### src/rtl/core/ssc_pkg.sv
// shared constants and types of the stone score classifier
// no dependencies
package ssc_pkg;

    localparam int DIV_NUM_W = 49;
    localparam int DIV_DEN_W = 32;
    localparam int DIV_Q_W   = 31;
    localparam int DIV_HI_W  = DIV_NUM_W - DIV_Q_W;
    localparam int DIV_LAT   = DIV_Q_W + 1;

    localparam int S_TDATA_W = 104;
    localparam int M_TDATA_W = 184;

    localparam logic signed [31:0] EMPTY_BIAS           = 32'sd0;
    localparam logic [30:0]        EMPTY_Z_WEIGHT       = 31'd65536;
    localparam logic [30:0]        EMPTY_SUPPORT_WEIGHT = 31'd65536;
    localparam logic [30:0]        CHROMA_CONF_WEIGHT   = 31'd0;

    localparam logic [16:0] Q_ONE = 17'd65536;
    localparam logic [30:0] MAX31 = 31'h7FFF_FFFF;

    typedef enum logic [1:0] {
        CLS_BLACK,
        CLS_WHITE,
        CLS_EMPTY
    } stone_class_t;

    typedef enum logic [2:0] {
        REG_EMPTY_MEDIAN,
        REG_EMPTY_SIGMA,
        REG_CHROMA_THR_SQ,
        REG_WEIGHT_DELTA,
        REG_WEIGHT_SUPPORT,
        REG_WEIGHT_CHROMA,
        REG_MARGIN_BASE,
        REG_EDGE_PENALTY
    } cfg_reg_t;

endpackage

### src/rtl/core/ssc_div.sv
// pipelined restoring divider, one quotient bit per stage
// depends on ssc_pkg
module ssc_div (
    input  logic                           clk,
    input  logic                           en,
    input  logic [ssc_pkg::DIV_NUM_W-1:0]  num,
    input  logic [ssc_pkg::DIV_DEN_W-1:0]  den,
    output logic [ssc_pkg::DIV_Q_W-1:0]    quot,
    output logic                           ovf
);

    logic [ssc_pkg::DIV_DEN_W-1:0] rem_reg  [ssc_pkg::DIV_LAT];
    logic [ssc_pkg::DIV_Q_W-1:0]   low_reg  [ssc_pkg::DIV_LAT];
    logic [ssc_pkg::DIV_DEN_W-1:0] den_reg  [ssc_pkg::DIV_LAT];
    logic [ssc_pkg::DIV_Q_W-1:0]   quot_reg [ssc_pkg::DIV_LAT];
    logic                          ovf_reg  [ssc_pkg::DIV_LAT];

    logic [ssc_pkg::DIV_DEN_W:0]   cand     [ssc_pkg::DIV_LAT];
    logic [ssc_pkg::DIV_DEN_W:0]   diff     [ssc_pkg::DIV_LAT];
    logic                          ge       [ssc_pkg::DIV_LAT];
    logic [ssc_pkg::DIV_DEN_W-1:0] rem_init;

    assign rem_init = {{(ssc_pkg::DIV_DEN_W - ssc_pkg::DIV_HI_W){1'b0}},
                       num[ssc_pkg::DIV_NUM_W-1:ssc_pkg::DIV_Q_W]};

    always_comb
    begin
        cand[0] = '0;
        diff[0] = '0;
        ge[0]   = 1'b0;
        for (int k = 1; k < ssc_pkg::DIV_LAT; k++)
        begin
            cand[k] = {rem_reg[k-1], low_reg[k-1][ssc_pkg::DIV_Q_W-1]};
            diff[k] = cand[k] - {1'b0, den_reg[k-1]};
            ge[k]   = cand[k] >= {1'b0, den_reg[k-1]};
        end
    end

    always_ff @(posedge clk)
    begin
        if (en)
        begin
            rem_reg[0]  <= rem_init;
            low_reg[0]  <= num[ssc_pkg::DIV_Q_W-1:0];
            den_reg[0]  <= den;
            quot_reg[0] <= '0;
            ovf_reg[0]  <= rem_init >= den;
            for (int k = 1; k < ssc_pkg::DIV_LAT; k++)
            begin
                rem_reg[k]  <= ge[k] ? diff[k][ssc_pkg::DIV_DEN_W-1:0]
                                     : cand[k][ssc_pkg::DIV_DEN_W-1:0];
                low_reg[k]  <= {low_reg[k-1][ssc_pkg::DIV_Q_W-2:0], 1'b0};
                den_reg[k]  <= den_reg[k-1];
                quot_reg[k] <= {quot_reg[k-1][ssc_pkg::DIV_Q_W-2:0], ge[k]};
                ovf_reg[k]  <= ovf_reg[k-1];
            end
        end
    end

    assign quot = quot_reg[ssc_pkg::DIV_LAT-1];
    assign ovf  = ovf_reg[ssc_pkg::DIV_LAT-1];

endmodule

### config.mk
export PLATFORM = sky130hd
export DESIGN_NAME = ssc_div
export DESIGN_NICKNAME = d
export VERILOG_FILES = /design/src/rtl/core/ssc_pkg.sv /design/src/rtl/core/ssc_div.sv
export SDC_FILE = /design/constraint.sdc
export NUM_CORES = 2
export LEC_CHECK = 0
export BUFFER_PORTS_ARGS = -buffer_cell sky130_fd_sc_hd__buf_2
export CAP_MARGIN = 15
export CORE_ASPECT_RATIO = 1.75
export CORE_MARGIN = 3
export CORE_UTILIZATION = 57
export CTS_CLUSTER_SIZE = 30
export DETAILED_ROUTE_END_ITERATION = 16
export PLACE_DENSITY_LB_ADDON = 0.2
export SYNTH_ARGS = -nofsm -noshare
export SYNTH_HDL_FRONTEND = slang
export SYNTH_SLANG_ARGS = --single-unit
### constraint.sdc
create_clock -name clk -period 4.4 [get_ports clk]
set_clock_uncertainty 0.2 [all_clocks]
set_input_delay 0.88 -clock clk [delete_from_list [all_inputs] [get_ports clk]]
set_output_delay 0.88 -clock clk [all_outputs]
set_load 0.02 [all_outputs]
==> key figures <==
STA
  • Tmin final: 4.31 ns
  • Final Cycle Share: 98.0%
  • WHS: 0.200 ns
  • Worst Max-Slew Pin Slew: 0.968 ns
  • Relative slew slack: 34.8%
  • Max Freq: 232 MHz
  • Hold Vio Cnt, Final: 0
  • Final setup viols: 0
  • Final Slew Violations: 0

Critical path
  • Crit end category: flip-flop
  • FF-to-FF Start: low_reg[14][61]
  • Cell chain of the critical path: inv_1, ha_1, buf_4, fa_1, nor2b_1, o21ai_0, nand2b_1, a21oi_1, o31ai_1, buf_4, a31oi_1, a21oi_1, nand4_1, nand2_1, a31oi_1, xnor2_1, mux2_2
  • CP max stage delay: 0.41 ns
  • Crit-path slowest cell: fa_1
  • Critical Path Fanout Max: 4
  • WP data arrival: 4.72 ns
  • Worst setup SP type: flip-flop
  • WS Path Type: flip-flop to flip-flop
  • CP Buf/Inv Count: 3
  • Dominant delay contributor by cell family on the critical path: compound AO/OA/AOI/OAI gates
  • Critical Path RT: 4.81 ns
  • Worst Setup SP: low_reg[14][61]

Global route
  • Overflow left after global routing: 0
  • Vias in the first global route: 103000
  • Gr busiest metal: met2
  • Grt met1 use: 25.0%
  • Largest net degree at the start of global routing: 121
  • GRT met2 Usage: 55.9%
  • First-pass GRT wire length: 589000 microns
  • Initial antenna violation count: 7
  • All-Layer GR Usage: 28.5%
  • GRT met3 Usage: 3.24%

Clock network
  • # clock sinks: 2994
  • Max Root-Sink Buffers: 4
  • CTS tree: built
  • Root Driver: clkbuf_16
  • H-tree Lvls: 5
  • CTS Buf Count: 286
  • Worst skew pair latency: 0.89 ns
  • Clock slew at reported path FFs: 0.07 ns

Cells and area
  • Final net count: 14300
  • Fillers: 19600
  • Area growth syn-to-layout: 12.6%
  • Commonest non-fill, non-tap cell in the layout: edfxtp_1
  • Final design utilization: 64.6%
  • Fin area: 0.170 sq mm
  • Commonest non-fill, non-tap cells in the layout: edfxtp_1, inv_1, a21oi_1
  • Layout cell share with drive strength beyond 1: 11.1%
  • Max FFs per register: 992

Flow run
  • Max cap viols: 0

Placed design
  • Final GP Congestion: 0.988
  • Buffers on Ports: 114
  • DP HPWL: 302000 microns
  • Area after DPL: 0.160 sq mm

Detailed routing
  • Pre-Repair DR Iteration Count: 8
  • DR vias: 98800
  • Iter 0 DRT Violations: 5403
  • DRC Markers: 0
  • Routed WL: 393000 microns
  • Final antenna-violating net count: 0
  • WL per Instance: 23.2 microns
  • Via-to-Cell Ratio: 5.84

Floorplanning
  • # IOs: 115
  • Cell row count: 249
  • Die Area: 0.272 sq mm
  • Area of the core: 0.263 sq mm
  • Die W: 395 microns
  • Initial core utilization: 57.4%
  • Die height: 687 microns

Pwr
  • Leakage power: 69.2 nW
  • P per Cell Area: 732 mW/mm^2
  • Max VDD drop: 0.000443 V

Synth
  • Ys flop type: edfxtp_1
  • Post-synth EDFFs: 2994
  • Async SR Flop Fraction: 0%
  • Most area-hungry cell type in the Yosys netlist: edfxtp_1
  • Syn Nets: 13600
  • Yosys reg bits: 2994
  • Ys Warns: 0
  • Yosys cell types: 104
  • Mapped Cells: 12500
  • Largest cells by area after synthesis: edfxtp_1, ha_1, a21oi_1
  • Seq/Total Area, Yosys: 59.5%
  • Synthesized area per cell: 12.1 sq um
  • Mapped Area: 0.151 sq mm
  • Area share of the leading cell type in the synthesized netlist: 59.5%

Status
  • Status: finished clean

Hold path
  • Hold path start: quot_reg[1][33]
  • Min-delay worst type: flip-flop to flip-flop
## through the flow
| stage | cells | setup TNS (ns) | power, W | setup slack (ns) |
|---|---|---|---|---|
| final | 16900 | 0 | 0.125 | 0.0891 |
| after global routing | 16900 | -0.701 | 0.132 | -0.0604 |
| after CTS | 16900 | 0 | 0.124 | 0.00556 |
| after detailed placement | 16300 | -2.19 | 0.0989 | -0.158 |
| after global placement | 16300 | -1.34 | 0.0977 | -0.485 |
| after floorplan | 12500 | 0 | 0.0796 | 0.682 |
## path summary, 6_finish.rpt
check,depth (start not counted),slack [ns],endpoint
worst min-delay path,0,0.20,quot_reg[1][65]
worst min register to register,0,0.20,quot_reg[1][65]
worst max-delay path,17,0.09,rem_reg[1][478]
worst max register to register,17,0.09,rem_reg[1][478]
## logic make-up (layout without fill, tap and decap cells)
logic type	after synthesis	count (layout)	synth area share, %
adders and majority gates	1027	1027	8.65
and+or+nand+nor	2576	2579	7.92
xor gates and xnor gates	802	802	4.65
buffers and inverters	1557	2475	4.05
AOI/OAI and AO/OA	3220	3220	13.1
other	0	11	0
muxes	290	290	2.16
DFF	2994	2994	59.5
## synthesized netlist by cell type, types with 36 or more instances
cell type  instances
nor2b_1          139
nand2_1          986
nor2_1           599
a21oi_1         1011
nor3_1           130
o21bai_1         111
o21ai_0          886
buf_2             42
a31oi_1           98
xnor2_1          431
xor2_1           371
inv_1           1234
a21o_1           495
nand3_1          167
nand2b_1         132
buf_4             36
ha_1             997
a211oi_1          58
o31ai_1           70
o21a_1           115
and3_1            56
nand4_1          170
clkbuf_1         226
edfxtp_1        2994
a211o_1           39
mux2_2           250
## routing by layer
layer | up-vias | part of all wire [%]
met1 | 47700 | 31
met2 | 2622 | 55
met4 | 2 | 11
li1 | 47100 | -
met3 | 1348 | 3.2
met5 | - | 0.0033
## final cells by class
cell class	count	area, sq um	area share (%)
tap	3514	4400	2.58
sequential	2994	89900	52.8
multi-input combinational	7918	55700	32.7
clock inverter	174	1770	1.04
timing repair buffer	739	6350	3.73
inverter	1234	4630	2.72
antenna	11	27.5	0.0162
clock buffer	328	7420	4.36
## worst register-to-register path, stage by stage (launching register included)
cell	delay, ns
edfxtp_1	0.34
inv_1	0.10
ha_1	0.22
buf_4	0.13
fa_1	0.41
nor2b_1	0.14
o21ai_0	0.13
nand2b_1	0.15
a21oi_1	0.14
o31ai_1	0.39
buf_4	0.26
a31oi_1	0.16
a21oi_1	0.41
nand4_1	0.18
nand2_1	0.16
a31oi_1	0.12
xnor2_1	0.14
mux2_2	0.26
## power by group
part	switching [W]	total, W	internal [W]
Clock	0.0108	0.0246	0.0138
Combinational	0.0316	0.0552	0.0236
Sequential	0.00426	0.0447	0.0404
## what timing repair did
item	4_1_cts	5_1_grt
hold buffers	81	0
pin swaps	2	10
setup buffers	1	15
hold endpoints to repair	81	0
gates cloned	1	3
endpoints found under the setup margin	75	389
resized for setup	16	77
No activity file was read; power rests on OpenSTA's default activity.
